$ cat config.mk
export PLATFORM = sky130hd
export DESIGN_NAME = pipt_front
export DESIGN_NICKNAME = d
export VERILOG_FILES = /design/src/hdl/pipt_pkg.sv /design/src/hdl/pipt_front.sv
export SDC_FILE = /design/constraint.sdc
export NUM_CORES = 1
export LEC_CHECK = 0
export BUFFER_PORTS_ARGS = -buffer_cell sky130_fd_sc_hd__clkbuf_2
export CELL_PAD_IN_SITES_DETAIL_PLACEMENT = 1
export CELL_PAD_IN_SITES_GLOBAL_PLACEMENT = 1
export CORE_UTILIZATION = 46
export DETAILED_ROUTE_END_ITERATION = 8
export GPL_ROUTABILITY_DRIVEN = 0
export PLACE_DENSITY_LB_ADDON = 0.15
export SYNTH_ARGS = -nofsm -noshare
export SYNTH_HDL_FRONTEND = slang
export SYNTH_SLANG_ARGS = --single-unit
$ cat constraint.sdc
create_clock -name clk_i -period 6.1 [get_ports clk_i]
set_input_delay 0.61 -clock clk_i [delete_from_list [all_inputs] [get_ports clk_i]]
set_output_delay 0.61 -clock clk_i [all_outputs]
set_load 0.05 [all_outputs]
$ cat src/hdl/pipt_pkg.sv
// ----------------------------------------------------------------------------
// Point-in-polygon test package
// Shared constants, the command code of a queued item and the queue head type.
// ----------------------------------------------------------------------------
package pipt_pkg;

  localparam int unsigned MAX_VERTICES_DEF = 256;
  localparam int unsigned COORD_BITS_DEF   = 24;
  localparam int unsigned VCOUNT_W         = 9;
  localparam int unsigned VINDEX_W         = 8;
  localparam int unsigned QUEUE_DEPTH      = 2;
  localparam int unsigned OUT_TDATA_W      = 8;

  localparam logic FUNC_QUERY = 1'b1;

  typedef enum logic [1:0] {
    CMD_WRITE = 2'd0,
    CMD_QUERY = 2'd1,
    CMD_SKIP  = 2'd2
  } cmd_e;

  typedef struct packed {
    logic valid;
    cmd_e cmd;
  } q_head_t;

  // Input tdata: vertex_index, coord_x, coord_y, ends_contour, padded to bytes.
  function automatic int unsigned in_tdata_w(input int unsigned coord_bits);
    return ((2 * coord_bits + VINDEX_W + 1 + 7) / 8) * 8;
  endfunction

endpackage

$ cat src/hdl/pipt_front.sv
// ----------------------------------------------------------------------------
// Point-in-polygon front end
// Accepts input beats, classifies them as vertex write, query or dropped write,
// and holds them in a short queue for the back end.
// ----------------------------------------------------------------------------
module pipt_front #(
  parameter int unsigned MAX_VERTICES = pipt_pkg::MAX_VERTICES_DEF,
  parameter int unsigned COORD_BITS   = pipt_pkg::COORD_BITS_DEF,
  localparam int unsigned AW          = $clog2(MAX_VERTICES),
  localparam int unsigned TDATA_W     = pipt_pkg::in_tdata_w(COORD_BITS)
) (
  input  logic                          clk_i,
  input  logic                          rst_ni,
  input  logic                          s_axis_tvalid_i,
  output logic                          s_axis_tready_o,
  input  logic [TDATA_W-1:0]            s_axis_tdata_i,
  input  logic                          s_axis_tuser_i,
  input  logic                          pop_i,
  output pipt_pkg::q_head_t             head_o,
  output logic [AW-1:0]                 head_addr_o,
  output logic signed [COORD_BITS-1:0]  head_x_o,
  output logic signed [COORD_BITS-1:0]  head_y_o,
  output logic                          head_mark_o
);
  import pipt_pkg::*;

  localparam int unsigned PW    = (QUEUE_DEPTH > 1) ? $clog2(QUEUE_DEPTH) : 1;
  localparam int unsigned CNT_W = $clog2(QUEUE_DEPTH + 1);

  cmd_e                   cmd_q  [QUEUE_DEPTH];
  logic [AW-1:0]          addr_q [QUEUE_DEPTH];
  logic [COORD_BITS-1:0]  x_q    [QUEUE_DEPTH];
  logic [COORD_BITS-1:0]  y_q    [QUEUE_DEPTH];
  logic                   mark_q [QUEUE_DEPTH];

  logic [PW-1:0]    wr_ptr_q, wr_ptr_d, rd_ptr_q, rd_ptr_d;
  logic [CNT_W-1:0] count_q, count_d;

  logic [VINDEX_W-1:0]   in_index;
  logic [COORD_BITS-1:0] in_x, in_y;
  logic                  in_mark;
  cmd_e                  in_cmd;
  logic                  push;

  assign in_index = s_axis_tdata_i[VINDEX_W-1:0];
  assign in_x     = s_axis_tdata_i[VINDEX_W +: COORD_BITS];
  assign in_y     = s_axis_tdata_i[VINDEX_W+COORD_BITS +: COORD_BITS];
  assign in_mark  = s_axis_tdata_i[VINDEX_W+2*COORD_BITS];

  // Writes to slots beyond the table are dropped but still kept in order.
  always_comb begin
    if (s_axis_tuser_i == FUNC_QUERY) begin
      in_cmd = CMD_QUERY;
    end else if (32'(in_index) < MAX_VERTICES) begin
      in_cmd = CMD_WRITE;
    end else begin
      in_cmd = CMD_SKIP;
    end
  end

  assign s_axis_tready_o = (count_q < CNT_W'(QUEUE_DEPTH));
  assign push            = s_axis_tvalid_i && s_axis_tready_o;

  always_comb begin
    wr_ptr_d = wr_ptr_q;
    rd_ptr_d = rd_ptr_q;
    count_d  = count_q;
    if (push) begin
      wr_ptr_d = (32'(wr_ptr_q) == QUEUE_DEPTH - 1) ? '0 : wr_ptr_q + PW'(1);
    end
    if (pop_i) begin
      rd_ptr_d = (32'(rd_ptr_q) == QUEUE_DEPTH - 1) ? '0 : rd_ptr_q + PW'(1);
    end
    if (push && !pop_i) begin
      count_d = count_q + CNT_W'(1);
    end else if (!push && pop_i) begin
      count_d = count_q - CNT_W'(1);
    end
  end

  always_ff @(posedge clk_i or negedge rst_ni) begin
    if (!rst_ni) begin
      wr_ptr_q <= '0;
      rd_ptr_q <= '0;
      count_q  <= '0;
    end else begin
      wr_ptr_q <= wr_ptr_d;
      rd_ptr_q <= rd_ptr_d;
      count_q  <= count_d;
    end
  end

  always_ff @(posedge clk_i) begin
    if (push) begin
      cmd_q[wr_ptr_q]  <= in_cmd;
      addr_q[wr_ptr_q] <= AW'(in_index);
      x_q[wr_ptr_q]    <= in_x;
      y_q[wr_ptr_q]    <= in_y;
      mark_q[wr_ptr_q] <= in_mark;
    end
  end

  assign head_o.valid = (count_q != '0);
  assign head_o.cmd   = cmd_q[rd_ptr_q];
  assign head_addr_o  = addr_q[rd_ptr_q];
  assign head_x_o     = x_q[rd_ptr_q];
  assign head_y_o     = y_q[rd_ptr_q];
  assign head_mark_o  = mark_q[rd_ptr_q];

endmodule

==> results of run 1 <==
-- worst max-delay path, cell delays in order, from the launching register on --
cell and delay (ns):
dfrtp_2 0.49, buf_4 0.63, mux2_2 0.42, clkbuf_2 0.24
-- worst paths after layout --
kind	from	slack, ns	endpoint
hold / removal	s_axis_tdata_i[6]	0.31	addr_q[1][6]
max in group asynchronous	rst_ni	5.49	rd_ptr_q
min in group asynchronous	rst_ni	0.46	count_q[1]
setup reg to reg	count_q[1]	3.77	x_q[0][14]
hold reg to reg	wr_ptr_q	0.54	wr_ptr_q
setup / recovery	rd_ptr_q	3.20	head_y_o[10]
-- layout by cell type (no fill, tap or decap), types with 2 or more instances in the layout --
cell       count
xor2_1         3
clkinv_2       5
dfrtp_1        3
clkinv_1       3
mux2_2        48
buf_4          3
bufinv_16      3
xnor2_1        2
clkbuf_1       2
clkbuf_2     121
inv_1          2
edfxtp_1     116
clkbuf_16     16
mux2_4        10
-- sequential cells by signal (all words and copies together) (netlist names) --
signal    flops
rd_ptr_q      1
count_q       2
x_q          48
addr_q       16
cmd_q         2
mark_q        2
y_q          48
wr_ptr_q      1
-- metal layers --
| layer | vias to the layer above | share of wire, % | global-route usage [%] |
|---|---|---|---|
| li1 | 1054 | - | - |
| met1 | 1147 | 39 | 19.8 |
| met2 | 74 | 54 | 30.1 |
| met3 | 4 | 6.1 | 6.48 |
| met4 | 0 | 0.57 | 6.69 |
| met5 | - | 0 | 0 |
-- cell type report --
class | instances | area share [%]
clock buffers | 19 | 7.35
clock inverters | 12 | 2.33
inverters | 2 | 0.131
multi-input cells | 70 | 13.7
flip-flops and latches | 120 | 62.5
well taps | 129 | 2.81
repair buffers | 125 | 11.1
-- power by group through the flow --
stage / registers (µW) / logic (µW) / clock network [µW]
4_1_cts: 1140 / 1220 / 959
3_5_place_dp: 1150 / 1210 / 0
2_1_floorplan: 1130 / 1000 / 0
3_3_place_gp: 1140 / 1210 / 0
5_1_grt: 1150 / 1260 / 987
6_report: 1140 / 1200 / 935
-- logic make-up (layout without fill, tap and decap cells) --
group	after synthesis	count (layout)	synth area share, %
mux	58	58	15.6
fa+ha+maj	1	1	0.282
other cells	1	1	0.0845
simple gates	5	5	0.649
xor+xnor	5	5	0.987
flops	120	120	80.8
buf+inv	10	158	1.64
-- metrics by stage --
step	setup WS [ns]	instances
after floorplan	2.15	200
after detailed placement	3.40	445
after global placement	3.43	445
final	3.20	477
after CTS	3.12	477
after global routing	3.05	477
==> flow_summary.json, run 1 <==
{
  "critical_path_arrival_ns": 2.29,
  "die_y_um": 100,
  "grtUsageTotal_pct": 17.5,
  "synth_top_area_share_pct": 78.5,
  "rsz0062_at_grt": "false",
  "relSlewSlack_pct": 45.1,
  "maxCapViolations": 0,
  "num_rows": 35,
  "die_w_um": 100,
  "crit_path_end_kind": "primary output",
  "p_leak_uw": 0.00223,
  "syn_area_mm2": 0.00444,
  "fin_nets": 406,
  "multiInputGateArea_um2": 788,
  "finalCritPeriodShare_pct": 47.6,
  "syn-instance-count": 200,
  "layout_min_cycle_time_ns": 2.90,
  "sw_frac_of_total_pct": 38.0,
  "final.fill_count": 866,
  "finalPower_uw": 3270,
  "cts_tree": "yes",
  "place_area_mm2": 0.00517,
  "grt_pass1_vias": 2430,
  "synth_most_common_cell": "edfxtp_1",
  "htreeDepth": 4,
  "cts_setup_buffers": 0,
  "fin_util_pct": 61.8,
  "fmax_ghz": 0.345,
  "crit_required_ns": 5.49,
  "power.internal_uw": 2030,
  "worstSetupPathType": "reg2out",
  "whs_ns": 0.306,
  "pwr-share-seq_pct": 34.7,
  "crit_path_max_fanout": 50,
  "clock_tree.buffer_depth": 2,
  "p_per_area_mw_per_mm2": 570,
  "finalHoldViolCount": 0,
  "vias": 2279,
  "async_reset_ff_share_pct": 3.33,
  "setup_violations": 0,
  "synth_edf_count": 116,
  "max_slew.worst_pin.slew_ns": 0.822,
  "synth_top_cell_by_area": "edfxtp_1",
  "crit_path_start_kind": "flip-flop",
  "synth_seq_cells": 120,
  "synth_cell_types": 17,
  "yosys-top-cells-area": "edfxtp_1, mux2_2, mux2_4",
  "cts_buffers": 17,
  "core_area_mm2": 0.00928,
  "synthFlopType": "edfxtp_1",
  "dp_hpwl_um": 5290,
  "regArea_mm2": 0.00358,
  "grt_pass1_wl_um": 12600,
  "power_frac_comb_pct": 36.7,
  "ys_seq_area_share_pct": 80.8,
  "antennaDiodeCount": 0,
  "io_buffers": 121,
  "clk_pin_slew_ns": 0.06,
  "grt_max_degree": 51,
  "area_growth_pct": 29.3,
  "viasPerCell": 4.78,
  "layout-drive-gt1-share_pct": 60.9,
  "synth_common_cells": "edfxtp_1, mux2_2, mux2_4",
  "ios": 130,
  "tns_ns": 0,
  "avgSynthCellArea_um2": 22.2,
  "synth_fp_nets": 270,
  "drt_iter0_drc": 57,
  "yosys_warnings": 0,
  "drv_slew": 0,
  "finalInstanceArea_mm2": 0.00574,
  "hold_class": "in2reg",
  "routed_wl_um": 8220,
  "cts-root-buf": "clkbuf_8",
  "drtAntennaViolNets": 0,
  "dr.pass1.iters": 4,
  "grt-ovfl-total": 0,
  "worstHoldPathCells": 1,
  "antenna_found_initial": 0,
  "fin_skew_ns": 0.0144,
  "die-area_mm2": 0.0100,
  "ir_drop_mv": 0.320,
  "power_frac_clock_pct": 28.6,
  "initial_core_util_pct": 47.8,
  "reg2reg_depth": 3,
  "cts_resized": 0,
  "drcViolationCount": 0,
  "holdBufCountCts": 1,
  "status": "finished clean",
  "p_switching_uw": 1240,
  "clkSinkCount": 120,
  "wl_per_cell_um": 17.2,
  "clk_latency_ns": 0.49
}
(Power assumes the default switching activity.)
==> run 2, diff against run 1 <==
--- a/config.mk
+++ b/config.mk
@@ -5,10 +5,11 @@
 export SDC_FILE = /design/constraint.sdc
 export NUM_CORES = 1
 export LEC_CHECK = 0
+export ABC_AREA = 1
 export BUFFER_PORTS_ARGS = -buffer_cell sky130_fd_sc_hd__clkbuf_2
 export CELL_PAD_IN_SITES_DETAIL_PLACEMENT = 1
 export CELL_PAD_IN_SITES_GLOBAL_PLACEMENT = 1
-export CORE_UTILIZATION = 46
+export CORE_UTILIZATION = 43
 export DETAILED_ROUTE_END_ITERATION = 8
 export GPL_ROUTABILITY_DRIVEN = 0
 export PLACE_DENSITY_LB_ADDON = 0.15
==> constraint.sdc (replaced) <==
create_clock -name clk_i -period 2.7 [get_ports clk_i]
set_input_delay 0.27 -clock clk_i [delete_from_list [all_inputs] [get_ports clk_i]]
set_output_delay 0.27 -clock clk_i [all_outputs]
set_load 0.05 [all_outputs]
==> run 2 against run 1 <==
Net effect:
- synthesized area is 0.31% higher
- combinational power is 140% higher
- die area is 7.2% higher
- wire length is 13% higher
- final cell count is 15% higher
==> flow_summary.json, run 2 <==
{
  "p_leak_uw": 0.00255,
  "finalHoldViolCount": 0,
  "crit_path_end_kind": "primary output",
  "crit_required_ns": 2.43,
  "antenna_found_initial": 0,
  "io_buffers": 121,
  "layout_commonest_cell": "clkbuf_2",
  "cts_buffers": 17,
  "ys_seq_area_share_pct": 80.5,
  "synth_edf_count": 116,
  "yosys_warnings": 0,
  "rr_startpoint": "count_q[1]",
  "avgSynthCellArea_um2": 21.4,
  "initial_core_util_pct": 44.9,
  "largestRegisters": "x_q (48), y_q (48), addr_q (16)",
  "core_area_mm2": 0.00991,
  "drv_slew": 0,
  "hold_class": "in2async",
  "wl_per_cell_um": 16.9,
  "pwr-share-seq_pct": 33.4,
  "worstSetupPathType": "reg2out",
  "drt_iter0_drc": 59,
  "die_w_um": 104,
  "cts-root-buf": "clkbuf_8",
  "layout_min_cycle_time_ns": 2.38,
  "p_switching_uw": 2960,
  "clkSinkCount": 120,
  "cts_resized": 0,
  "crit_path_start_kind": "flip-flop",
  "htreeDepth": 4,
  "crit_path_max_fanout": 43,
  "antennaDiodeCount": 0,
  "status": "finished clean",
  "die-area_mm2": 0.0108,
  "synth_top_area_share_pct": 78.3,
  "syn_area_mm2": 0.00445,
  "async_reset_ff_share_pct": 3.33,
  "reg2reg_depth": 4,
  "synth_top_cell_by_area": "edfxtp_1",
  "finalCritPeriodShare_pct": 88.1,
  "synthFlopType": "edfxtp_1",
  "clk_pin_slew_ns": 0.05,
  "critical_path_arrival_ns": 2.11,
  "ir_drop_mv": 0.639,
  "area_growth_pct": 44.4,
  "power_frac_clock_pct": 29.3,
  "setup_violations": 0,
  "fin_util_pct": 64.8,
  "power_frac_comb_pct": 37.2,
  "r2r_end": "x_q[0][3]",
  "syn-instance-count": 208,
  "vias": 2565,
  "routed_wl_um": 9320,
  "synth_fp_nets": 278,
  "dp_hpwl_um": 5340,
  "synth_cell_types": 17,
  "rrSetupSlack_ns": 1.13,
  "place_inst": 459,
  "viasPerCell": 4.66,
  "maxCapViolations": 0,
  "clk_latency_ns": 0.50,
  "grtUsageTotal_pct": 18.9,
  "synth_common_cells": "edfxtp_1, mux2_2, mux2_4",
  "drtAntennaViolNets": 0,
  "power.internal_uw": 4900,
  "synth_most_common_cell": "edfxtp_1",
  "grt_pass1_vias": 2889,
  "fin_nets": 475,
  "p_per_area_mw_per_mm2": 1220,
  "drcViolationCount": 0,
  "sw_frac_of_total_pct": 37.7,
  "rsz0062_at_grt": "false",
  "die_y_um": 104,
  "yosys-top-cells-area": "edfxtp_1, mux2_2, mux2_4",
  "layout_common_cells": "clkbuf_2, edfxtp_1, dlygate4sd3_1",
  "grt_pass1_wl_um": 14900,
  "ios": 130,
  "grt_max_degree": 44,
  "grt-ovfl-total": 0,
  "layout-drive-gt1-share_pct": 51.1,
  "fin_skew_ns": 0.00654,
  "fmax_ghz": 0.420,
  "fin_cells": 550,
  "clock_tree.buffer_depth": 2,
  "cts_tree": "yes",
  "num_rows": 36,
  "dr.pass1.iters": 4,
  "cts_setup_buffers": 0,
  "synth_seq_cells": 120
}
-- run 2: changes by cell type after synthesis --
cell,before,now
xor2_1,3,2
and2_1,1,0
nor2_1,1,2
nand3_1,0,1
or2_2,1,0
inv_1,2,7
nor2b_1,2,0
nand2_1,0,6
xnor2_1,2,1
nand4_1,0,1
-- run 2: logic make-up (layout without fill, tap and decap cells) --
kind of cell / after synthesis / after routing / share of synthesized area [%]
xor+xnor: 3 / 3 / 0.591
fa+ha+maj: 1 / 1 / 0.281
buf+inv: 15 / 224 / 2.05
flops: 120 / 120 / 80.5
mux: 58 / 58 / 15.5
other cells: 1 / 1 / 0.0843
simple gates: 10 / 10 / 0.928
-- run 2: how the worst max path moves through the flow --
stage | start | to | slack (ns) | cells past startpoint
6_report | rd_ptr_q | head_y_o[20] | 0.32 | 3
5_1_grt | rd_ptr_q | head_y_o[13] | 0.20 | 3
4_1_cts | rd_ptr_q | head_y_o[20] | 0.26 | 3
3_5_place_dp | rd_ptr_q | head_x_o[0] | 0.81 | 3
3_3_place_gp | rd_ptr_q | head_addr_o[6] | 0.79 | 3
2_1_floorplan | count_q[1] | addr_q[0][0] | -0.21 | 3
-- run 2: cell type report --
cell class / count / area (µm²)
repair buffers: 186 / 1260
inverters: 7 / 26.3
flip-flops and latches: 120 / 3580
well taps: 133 / 166
fillers: 921 / 3480
clock buffers: 19 / 422
multi-input cells: 73 / 790
clock inverters: 12 / 181
-- run 2: worst max-delay path, stage by stage, from the launching register on --
cell,delay [ns]
dfrtp_2,0.63
buf_12,0.33
mux2_2,0.38
clkbuf_2,0.24
-- run 2: metrics by stage --
step                area [µm²]  hold slack [ns]  setup slack, ns  TNS (ns)  total power [µW]
floorplan                 4450          -0.0256           -0.208    -24.08              4940
finish                    6430            0.105            0.320         0              7860
global placement          5220           0.0864            0.795         0              5500
CTS                       6430           0.0831            0.261         0              7940
detailed placement        5220           0.0873            0.806         0              5530
global route              6430           0.0970            0.196         0              8170
-- run 2: power groups by stage --
stage,registers [µW],logic (µW),clock network (µW)
floorplan,2590,2350,0
global placement,2640,2860,0
detailed placement,2670,2870,0
CTS,2630,2950,2360
global route,2670,3070,2430
finish,2630,2920,2300
-- run 2: repair_timing --
action	4_1_cts	5_1_grt
hold buffers	60	0
endpoints found under the setup margin	0	0
endpoints found under the hold margin	121	0
-- run 2: per-layer routing --
metal,wire length (µm),track usage (%),share of wire [%]
met1,3540,19.9,38
met4,148,7.86,1.6
met5,0,0,0
met3,528,7.36,5.7
met2,5100,33.6,55
